$ cat config.mk
export PLATFORM = sky130hd
export DESIGN_NAME = double_ended_queue_core
export DESIGN_NICKNAME = d
export VERILOG_FILES = /design/src/rtl/dq_pkg.sv /design/src/rtl/double_ended_queue_core.sv /design/src/rtl/dq_ram.sv /design/src/rtl/dq_ctrl.sv
export SDC_FILE = /design/constraint.sdc
export NUM_CORES = 1
export LEC_CHECK = 0
export BUFFER_PORTS_ARGS = -buffer_cell sky130_fd_sc_hd__clkbuf_2
export CORE_MARGIN = 2
export CORE_UTILIZATION = 45
export DETAILED_ROUTE_END_ITERATION = 16
export GPL_TIMING_DRIVEN = 0
export RECOVER_POWER = 50
export SLEW_MARGIN = 10
export SYNTH_ARGS = -nofsm -noshare
export SYNTH_HDL_FRONTEND = slang
export SYNTH_HIERARCHICAL = 1
export SYNTH_SLANG_ARGS = --single-unit
$ cat constraint.sdc
create_clock -name clk -period 5.3 [get_ports clk]
set_input_delay 0.795 -clock clk [delete_from_list [all_inputs] [get_ports clk]]
set_output_delay 0.795 -clock clk [all_outputs]
set_load 0.01 [all_outputs]
$ cat src/rtl/dq_pkg.sv
package dq_pkg;

	localparam int DEPTH   = 16;
	localparam int DATA_W  = 32;
	localparam int IDX_W   = $clog2(DEPTH);
	localparam int CNT_W   = $clog2(DEPTH + 1);
	localparam int COUNT_W = 5;

	typedef enum logic [2:0] {
		OP_PUSH_FRONT = 3'd0,
		OP_PUSH_REAR  = 3'd1,
		OP_POP_FRONT  = 3'd2,
		OP_POP_REAR   = 3'd3,
		OP_PEEK_FRONT = 3'd4
	} op_t;

	typedef enum logic [1:0] {
		ST_OK        = 2'd0,
		ST_UNDERFLOW = 2'd1,
		ST_OVERFLOW  = 2'd2
	} status_t;

	typedef struct packed {
		logic [2:0]         operation;
		logic signed [31:0] push_value;
	} req_t;

	typedef struct packed {
		logic signed [31:0] read_value;
		logic [1:0]         status;
		logic [4:0]         entry_count;
		logic               is_empty;
	} rsp_t;

	// bookkeeping for a word whose read data is still in flight
	typedef struct packed {
		logic               valid;
		logic               use_rd;
		logic [1:0]         status;
		logic [COUNT_W-1:0] entry_count;
		logic               is_empty;
	} meta_t;

endpackage

$ cat src/rtl/double_ended_queue_core.sv
// Channel   Ports               Handshake
// request   start, busy, req    taken on a rising edge with start high and busy low
// result    done, rsp           valid for the one cycle that done is high
//
// Each request yields one result word in the cycle after acceptance,
// in step with the registered read port of the ring store.
// A new request may be taken in every cycle, so busy is held low.
// Reset clears the head pointer and the entry count; store contents stay
// undefined, but only written entries are ever read.
// The receiver cannot stall: each result is shown for exactly one cycle.
module double_ended_queue_core (
	input  logic         clk,
	input  logic         arst_n,
	input  logic         start,
	output logic         busy,
	input  dq_pkg::req_t req,
	output logic         done,
	output dq_pkg::rsp_t rsp
);
	import dq_pkg::*;

	logic              accept;
	logic              ram_we, ram_re;
	logic [IDX_W-1:0]  ram_waddr, ram_raddr;
	logic [DATA_W-1:0] ram_wdata, ram_rdata;
	meta_t             meta_s1;

	// never stall the requester: every operation touches one entry only
	assign busy   = 1'b0;
	assign accept = start && !busy;

	// pointer and count bookkeeping; issue the store access for this word
	dq_ctrl u_ctrl (
		.clk     (clk),
		.arst_n  (arst_n),
		.accept  (accept),
		.req     (req),
		.we      (ram_we),
		.waddr   (ram_waddr),
		.wdata   (ram_wdata),
		.re      (ram_re),
		.raddr   (ram_raddr),
		.meta_s1 (meta_s1)
	);

	// ring store; a write and a read in the same cycle never share an entry,
	// and a read in the following cycle sees the committed write
	dq_ram #(
		.AW (IDX_W),
		.DW (DATA_W)
	) u_ram (
		.clk   (clk),
		.we    (ram_we),
		.waddr (ram_waddr),
		.wdata (ram_wdata),
		.re    (ram_re),
		.raddr (ram_raddr),
		.rdata (ram_rdata)
	);

	// assemble the result word: read data only for a successful pop or peek
	assign done             = meta_s1.valid;
	assign rsp.read_value   = meta_s1.use_rd ? 32'(signed'(ram_rdata)) : '0;
	assign rsp.status       = meta_s1.status;
	assign rsp.entry_count  = meta_s1.entry_count;
	assign rsp.is_empty     = meta_s1.is_empty;

	a_done_follows_accept: assert property (@(posedge clk) disable iff (!arst_n)
		done |-> $past(accept))
		else $error("result strobe without an accepted request");

	a_overflow_full: assert property (@(posedge clk) disable iff (!arst_n)
		(done && rsp.status == ST_OVERFLOW) |-> (rsp.entry_count == COUNT_W'(DEPTH)))
		else $error("overflow reported while not full");

	a_empty_flag: assert property (@(posedge clk) disable iff (!arst_n)
		done |-> (rsp.is_empty == (rsp.entry_count == '0)))
		else $error("empty flag disagrees with count");

	a_underflow_result: assert property (@(posedge clk) disable iff (!arst_n)
		(done && rsp.status == ST_UNDERFLOW) |-> (rsp.is_empty && rsp.read_value == '0))
		else $error("underflow with data or entries");

endmodule

$ cat src/rtl/dq_ram.sv
module dq_ram #(
	parameter int AW = 4,
	parameter int DW = 32
) (
	input  logic          clk,
	input  logic          we,
	input  logic [AW-1:0] waddr,
	input  logic [DW-1:0] wdata,
	input  logic          re,
	input  logic [AW-1:0] raddr,
	output logic [DW-1:0] rdata
);

	logic [DW-1:0] mem [2**AW];

	always_ff @(posedge clk) begin
		if (we) begin
			mem[waddr] <= wdata;
		end
	end

	always_ff @(posedge clk) begin
		if (re) begin
			rdata <= mem[raddr];
		end
	end

endmodule

$ cat src/rtl/dq_ctrl.sv
module dq_ctrl (
	input  logic                                clk,
	input  logic                                arst_n,
	input  logic                                accept,
	input  dq_pkg::req_t                        req,
	output logic                                we,
	output logic [dq_pkg::IDX_W-1:0]            waddr,
	output logic [dq_pkg::DATA_W-1:0]           wdata,
	output logic                                re,
	output logic [dq_pkg::IDX_W-1:0]            raddr,
	output dq_pkg::meta_t                       meta_s1
);
	import dq_pkg::*;

	logic [IDX_W-1:0] head_q, head_nxt;
	logic [CNT_W-1:0] occ_q, occ_nxt;
	logic [IDX_W-1:0] head_m1, head_p1, tail, rear;
	logic             full, empty;
	status_t          st;
	logic             rd_use;
	meta_t            meta_nxt;

	// fold a sum below twice the depth back into the ring
	function automatic logic [IDX_W-1:0] wrap(input logic [IDX_W:0] s);
		logic [IDX_W:0] r;
		r = (s >= (IDX_W+1)'(DEPTH)) ? s - (IDX_W+1)'(DEPTH) : s;
		return r[IDX_W-1:0];
	endfunction

	assign full    = (occ_q == CNT_W'(DEPTH));
	assign empty   = (occ_q == '0);
	assign head_m1 = (head_q == '0) ? IDX_W'(DEPTH - 1) : head_q - 1'b1;
	assign head_p1 = wrap({1'b0, head_q} + (IDX_W+1)'(1));
	assign tail    = wrap({1'b0, head_q} + (IDX_W+1)'(occ_q));
	assign rear    = wrap({1'b0, head_q} + (IDX_W+1)'(occ_q) - (IDX_W+1)'(1));

	always_comb begin
		head_nxt = head_q;
		occ_nxt  = occ_q;
		we       = 1'b0;
		waddr    = tail;
		wdata    = DATA_W'(req.push_value);
		re       = 1'b0;
		raddr    = head_q;
		rd_use   = 1'b0;
		st       = ST_OK;
		unique case (op_t'(req.operation))
			OP_PUSH_FRONT: begin
				if (full) begin
					st = ST_OVERFLOW;
				end else begin
					we       = accept;
					waddr    = head_m1;
					head_nxt = head_m1;
					occ_nxt  = occ_q + 1'b1;
				end
			end
			OP_PUSH_REAR: begin
				if (full) begin
					st = ST_OVERFLOW;
				end else begin
					we      = accept;
					occ_nxt = occ_q + 1'b1;
				end
			end
			OP_POP_FRONT: begin
				if (empty) begin
					st = ST_UNDERFLOW;
				end else begin
					re       = accept;
					rd_use   = 1'b1;
					head_nxt = head_p1;
					occ_nxt  = occ_q - 1'b1;
				end
			end
			OP_POP_REAR: begin
				if (empty) begin
					st = ST_UNDERFLOW;
				end else begin
					re      = accept;
					rd_use  = 1'b1;
					raddr   = rear;
					occ_nxt = occ_q - 1'b1;
				end
			end
			OP_PEEK_FRONT: begin
				if (empty) begin
					st = ST_UNDERFLOW;
				end else begin
					re     = accept;
					rd_use = 1'b1;
				end
			end
			default: begin
			end
		endcase
		meta_nxt.valid       = accept;
		meta_nxt.use_rd      = rd_use;
		meta_nxt.status      = st;
		meta_nxt.entry_count = COUNT_W'(occ_nxt);
		meta_nxt.is_empty    = (occ_nxt == '0);
	end

	always_ff @(posedge clk or negedge arst_n) begin
		if (!arst_n) begin
			head_q  <= '0;
			occ_q   <= '0;
			meta_s1 <= '0;
		end else begin
			meta_s1 <= meta_nxt;
			if (accept) begin
				head_q <= head_nxt;
				occ_q  <= occ_nxt;
			end
		end
	end

endmodule
Word-level counts from Yosys, hierarchy flattened --
Memory sizes are Yosys's and may differ from the RTL's. A register that Yosys moved wholly into a read port is not among the register bits. Index checks and enable logic that the tools add are counted.
Storage, ports and cells: bits in registers 19, bits in writable memories 512, output and inout port bits 42, logic and storage cells 62, memories kept 1
Memory list:
- u_ram.mem | words 16, bits a word 32, rd ports 1, clocked after memory_dff 1, wr ports 1, line dq_ram.sv:14 | logic [DW-1:0] mem [2**AW];
Operators by class: $add $sub $neg 9, magnitude comparators 3, eq/ne operators 7, mux-type cells 26, reductions and logical operators 9
Operator list (number):
- two-way mux 4 bit | 10
- two-way mux 32 bit | 1
- subtractor 4 x 1 -> 4 bit, second input constant | 4
- >= comparator 5 bit, second input constant | 3
- logical NOT 5 bit | 2
- two-way mux 5 bit | 2
- one-hot mux 5 bit (2 select lines) | 1
- subtractor 5 x 1 -> 5 bit, second input constant | 2
- two-way mux 1 bit | 9
- one-hot mux 4 bit (2 select lines) | 1
- equality test 3 x 2 -> 1 bit, second input constant | 2
- adder 4 x 1 -> 5 bit, second input constant | 1
- adder 4 x 5 -> 5 bit | 1
- adder 5 x 1 -> 5 bit, second input constant | 1
- equality test 5 bit, second input constant | 1
- logical NOT 4 bit | 1
- inequality test 2 bit, second input constant | 2
- one-hot mux 2 bit (2 select lines) | 1
- AND reduction 4 bit | 1
- OR reduction 2 bit | 2
- equality test 3 x 1 -> 1 bit, second input constant | 1
- equality test 3 bit, second input constant | 1
- logical NOT 3 bit | 1
- OR reduction 3 bit | 1
- other kinds (2) | 2

Longest topological paths before layout --
depth in word-level cells 6, mapped depth 13, depth with buffers taken out 11

Modules after synthesis --
Netlist, hierarchy kept.
Modules (own cells, without submodules):
- dq_ram | instances 1, cells an instance 838, area an instance 20155.6 um2, sequential area each 16335.7 um2
- dq_ctrl | instances 1, cells an instance 186, area an instance 1649.1 um2, sequential area each 475.5 um2
- double_ended_queue_core | instances 1, cells an instance 37, area an instance 266.5 um2, sequential area each 0.0 um2

Least setup slack after synthesis --
No wires, ideal clock.
kind input-to-reg, start point input req[34] (netlist name), end point memory u_ram.mem[0][0] (enable), arrival time 4.512 ns, path slack 0.327 ns, cell stages on the path 5, cell sequence clkbuf_1 a2111oi_2 mux2i_1 or3b_2 nor3_1
Between the ends: elaborated cells between the ends (all ways) 7
RTL lines:
- start, declared | line double_ended_queue_core.sv:16 | input dq_pkg::req_t req,
- logical NOT 3 bit | line dq_ctrl.sv:47 | unique case (op_t'(req.operation))
- two-way mux 4 bit | line dq_ctrl.sv:47
- named net ram_waddr[3] | line double_ended_queue_core.sv:24 | logic [IDX_W-1:0] ram_waddr, ram_raddr;
- end, declared | line dq_ram.sv:14
The timed path passes the listed nets, and every way through them passes these cells.

Worst setup path in the final report --
start point register u_ctrl.occ_q[1], end point memory u_ram.mem[0][14] (enable)
Between the ends: word-level cells in the longest chain between the ends 5, elaborated cells between the ends (all ways) 11
Ends and longest elaborated chain:
- start, declared | line dq_ctrl.sv:16 | logic [CNT_W-1:0] occ_q, occ_nxt;
- start signal, assigned | line dq_ctrl.sv:113 | occ_q <= occ_nxt;
- adder 4 x 5 -> 5 bit | line dq_ctrl.sv:34 | assign tail = wrap({1'b0, head_q} + (IDX_W+1)'(occ_q));
- subtractor 4 x 1 -> 4 bit / >= comparator 5 bit (equally long branches) | line dq_ctrl.sv:26 | r = (s >= (IDX_W+1)'(DEPTH)) ? s - (IDX_W+1)'(DEPTH) : s;
- two-way mux 4 bit | line dq_ctrl.sv:26
- two-way mux 4 bit | line dq_ctrl.sv:49 | if (full) begin
- two-way mux 4 bit (*) | line dq_ctrl.sv:47
- named net ram_waddr[2] | line double_ended_queue_core.sv:24
Mark *: on every way through the listed nets, which the timed path passes. The rest lies on a longest branch.

==> impl_metrics.yaml <==
routing:
  detailroute.via_count: 10600
  wire_per_inst_um: 25.5
  postRouteWirelength_um: 47500
  detailedRoute.firstPassIterationCount: 5
  routed_via_density: 5.70
  drt_iter0_markers: 874
  route.detailed.drc: 0
  postRouteAntennaNets: 0
power:
  p_per_area_nw_per_um2: 540
  leakage_uw: 0.00812
  clock_power_share_pct: 28.2
  vdd_drop_max_uv: 253
  power_switching_uw: 4260
  switching_share_pct: 31.3
  p_comb_share_pct: 31.6
  internal_power_uw: 9370
  share_seq_of_total_power_pct: 40.2
worst_setup_path:
  worst_path_most_repeated_cell: "sky130_fd_sc_hd__buf_4"
  cp-start-kind: "flip-flop"
  critical_path_endpoint_category: "flip-flop"
  crit_type: "flip-flop to flip-flop"
  cpPeakStageDelay_ps: 740
  cp_max_fo: 8
  worst-r2r-cell-count: 10
  cp_top_family: "simple AND/OR/NAND/NOR gates"
  worst_path_max_delay_cell: "sky130_fd_sc_hd__a2111oi_2"
  ff2ff_setup_slack_ps: 1040
  worst-endpoint-required_ps: 5580
  reg2reg_to: "u_ram/mem[0][14]$_DFFE_PP_"
  crit-reg2reg-launch: "u_ctrl/occ_q[1]$_DFFE_PN0P_"
  crit_cells: 10
  timing.critical_path.arrival_ps: 4540
  critical_path.cell_chain: "inv_1, ha_1, nor3b_1, a2111oi_2, o21ai_1, or3b_2, nor3_2, buf_6, buf_4, buf_4"
  timing.critical_path.buf_inv: 4
synthesis:
  yosys_warnings: 6
  ys_seq_area_share_pct: 76.2
  share_of_the_synthesized_area_in_compound_gates_ao_oa_aoi_oai_pct: 3.33
  combinational_family_with_the_most_area_after_synthesis: "multiplexers"
  synth_top_cells_by_area: "sky130_fd_sc_hd__edfxtp_1, sky130_fd_sc_hd__mux4_2, sky130_fd_sc_hd__a22oi_1"
  synthAdderAreaFrac_pct: 0.601
  synth_largest_type_area_fraction_pct: 74.0
  postSynth.asyncResetShare_pct: 3.37
  synth_cell_type_count: 55
  synth_simple_gate_area_share_pct: 3.58
  synthFlopType: "sky130_fd_sc_hd__edfxtp_1"
  syn_area_per_cell_um2: 20.8
  yosys_register_bits: 563
  synth.cell_area_um2: 22100
  synth.net_count: 1109
  synth_cells: 1061
  synthDominantAreaCellType: "sky130_fd_sc_hd__edfxtp_1"
  synth_enable_flop_cells: 544
  synth_mux_area_share_pct: 13.4
  synth_xor_xnor_area_share_pct: 0.397
status:
  outcome: "complete, no violations"
clock_tree:
  clock_sinks: 563
  postCtsSetupRepairBufs: 0
  tritoncts: "yes"
  insertion_delay_ps: 590
  cts_hold_buf: 0
  cts.clk_slew.worst_paths_ps: 60
  clock_tree_root_driver_cell: "sky130_fd_sc_hd__clkbuf_16"
  numCtsBuffers: 56
  postCtsResizedCells: 0
  h_tree_levels: 2
  clockBufferDepth: 3
floorplanning:
  number_of_cell_rows: 81
  design.core.area_um2: 48600
  design.portCount: 80
  initial_utilization_pct: 45.4
  die_area_um2: 50800
  fp.dieH_um: 225
  die_w_um: 225
timing:
  max_freq_mhz: 235
  relSlewSlack_pct: 9.10
  setup_tns_ps: 0
  rsz0062_at_grt: "no"
  finalClockSkew_ps: 18.8
  share_of_the_clock_period_used_by_the_worst_path_after_layout_pct: 80.4
  final_number_of_max_transition_violations: 0
  hold-worst-slack_ps: 360
  number_of_failing_hold_endpoints_at_the_final_stage: 0
  report.final.setup_viol: 0
  max_slew.worst_pin.slew_ps: 1360
  post-route-min-period_ps: 4260
min_path:
  worst_hold_path_type: "input pin to asynchronous set/reset pin"
cells_and_area:
  layout_common_cells: "sky130_fd_sc_hd__edfxtp_1, sky130_fd_sc_hd__mux4_2, sky130_fd_sc_hd__clkbuf_1"
  drive_gt1_share_pct: 27.3
  antenna_cells: 0
  nNetsFinal: 1242
  most_common_library_cell_in_the_layout_ignoring_fill_and_taps: "sky130_fd_sc_hd__edfxtp_1"
  layout.core_utilization_pct: 51.9
  areaGrowthSynthToFinish_pct: 14.5
global_routing:
  grt_util_all_layers_pct: 19.2
  antenna_found_initial: 2
  number_of_global_route_vias_before_repair: 10900
  aggregate_global_routing_overflow: 0
  grt_first_pass_wirelength_um: 70500
  maximum_number_of_pins_on_one_net_before_global_route_repair: 20
place:
  io_port_bufs: 44
  gp_congestion: 0.761
  place_hpwl_um: 30600
job:
  max_cap_viol_count: 0
## kinds of logic after synthesis
kind of cell,after synthesis
DFF,563
and+or+nand+nor,143
muxes,135
AOI/OAI and AO/OA,102
buffers and inverters,97
adders and majority gates,10
xor gates and xnor gates,10
other,1
## layer usage
metal | up-vias | wire length, um | global-route usage, %
li1 | 4588 | - | -
met3 | 80 | 2560 | 3.02
met1 | 5659 | 20600 | 26.6
met2 | 275 | 23300 | 31.8
met4 | 4 | 1070 | 5.45
met5 | - | 20 | 0
## cell type report
| cell class | instances | area (um2) |
|---|---|---|
| Buffer | 89 | 395 |
| Fill cell | 3863 | 23400 |
| Clock inverter | 36 | 317 |
| Timing Repair Buffer | 75 | 688 |
| Tap cell | 622 | 778 |
| Inverter | 8 | 30.0 |
| Sequential cell | 563 | 16800 |
| Clock buffer | 67 | 1460 |
| Multi-Input combinational cell | 401 | 4790 |
## synth_stat cells, types with 8 or more instances
cell type and instances:
sky130_fd_sc_hd__a21oi_1 10, sky130_fd_sc_hd__a22oi_1 64, sky130_fd_sc_hd__and2_2 32, sky130_fd_sc_hd__buf_1 10, sky130_fd_sc_hd__buf_2 11, sky130_fd_sc_hd__buf_4 42, sky130_fd_sc_hd__clkbuf_1 21, sky130_fd_sc_hd__dfrtp_1 19
sky130_fd_sc_hd__edfxtp_1 544, sky130_fd_sc_hd__ha_1 9, sky130_fd_sc_hd__mux4_2 128, sky130_fd_sc_hd__nand2_1 45, sky130_fd_sc_hd__nor2_1 22, sky130_fd_sc_hd__nor2b_1 10, sky130_fd_sc_hd__nor3_1 10, sky130_fd_sc_hd__o21ai_1 9
sky130_fd_sc_hd__xnor2_1 8
## state kept, by name (all words and copies together), names as in the netlist
name	count
u_ctrl/head_q	4
u_ctrl/meta_s1	10
u_ctrl/occ_q	5
u_ram/mem	512
u_ram/rdata	32
## stage by stage
stage / power (uW) / area (um2) / cells / worst slack (ps)
after CTS: 13800 / 25500 / 1861 / 1020
after floorplan: 8470 / 22100 / 1061 / 327
after detailed placement: 9950 / 23700 / 1758 / 1030
final: 13600 / 25300 / 1861 / 1040
after global placement: 9760 / 23100 / 1727 / -2620
after global routing: 14300 / 25300 / 1861 / 733
## worst max path at each step
| stage | startpoint | end | slack (ps) |
|---|---|---|---|
| 2_1_floorplan | req[34] | u_ram/mem[0][0]$_DFFE_PP_ | 330 |
| 3_3_place_gp | u_ctrl/occ_q[1]$_DFFE_PN0P_ | u_ram/mem[12][14]$_DFFE_PP_ | -2620 |
| 3_5_place_dp | req[33] | u_ram/rdata[29]$_DFFE_PP_ | 1030 |
| 4_1_cts | u_ctrl/occ_q[1]$_DFFE_PN0P_ | u_ram/mem[0][14]$_DFFE_PP_ | 1020 |
| 5_1_grt | u_ctrl/occ_q[1]$_DFFE_PN0P_ | u_ram/mem[0][14]$_DFFE_PP_ | 730 |
| 6_report | u_ctrl/occ_q[1]$_DFFE_PN0P_ | u_ram/mem[0][14]$_DFFE_PP_ | 1040 |
## power groups by stage
stage | sequential, uW | clock (uW) | combinational [uW]
4_1_cts | 5480 | 3940 | 4400
3_5_place_dp | 5570 | 0 | 4380
5_1_grt | 5510 | 4110 | 4640
2_1_floorplan | 5550 | 0 | 2920
3_3_place_gp | 5590 | 0 | 4170
6_report | 5480 | 3850 | 4310
Power figures use the tool's default switching activity.
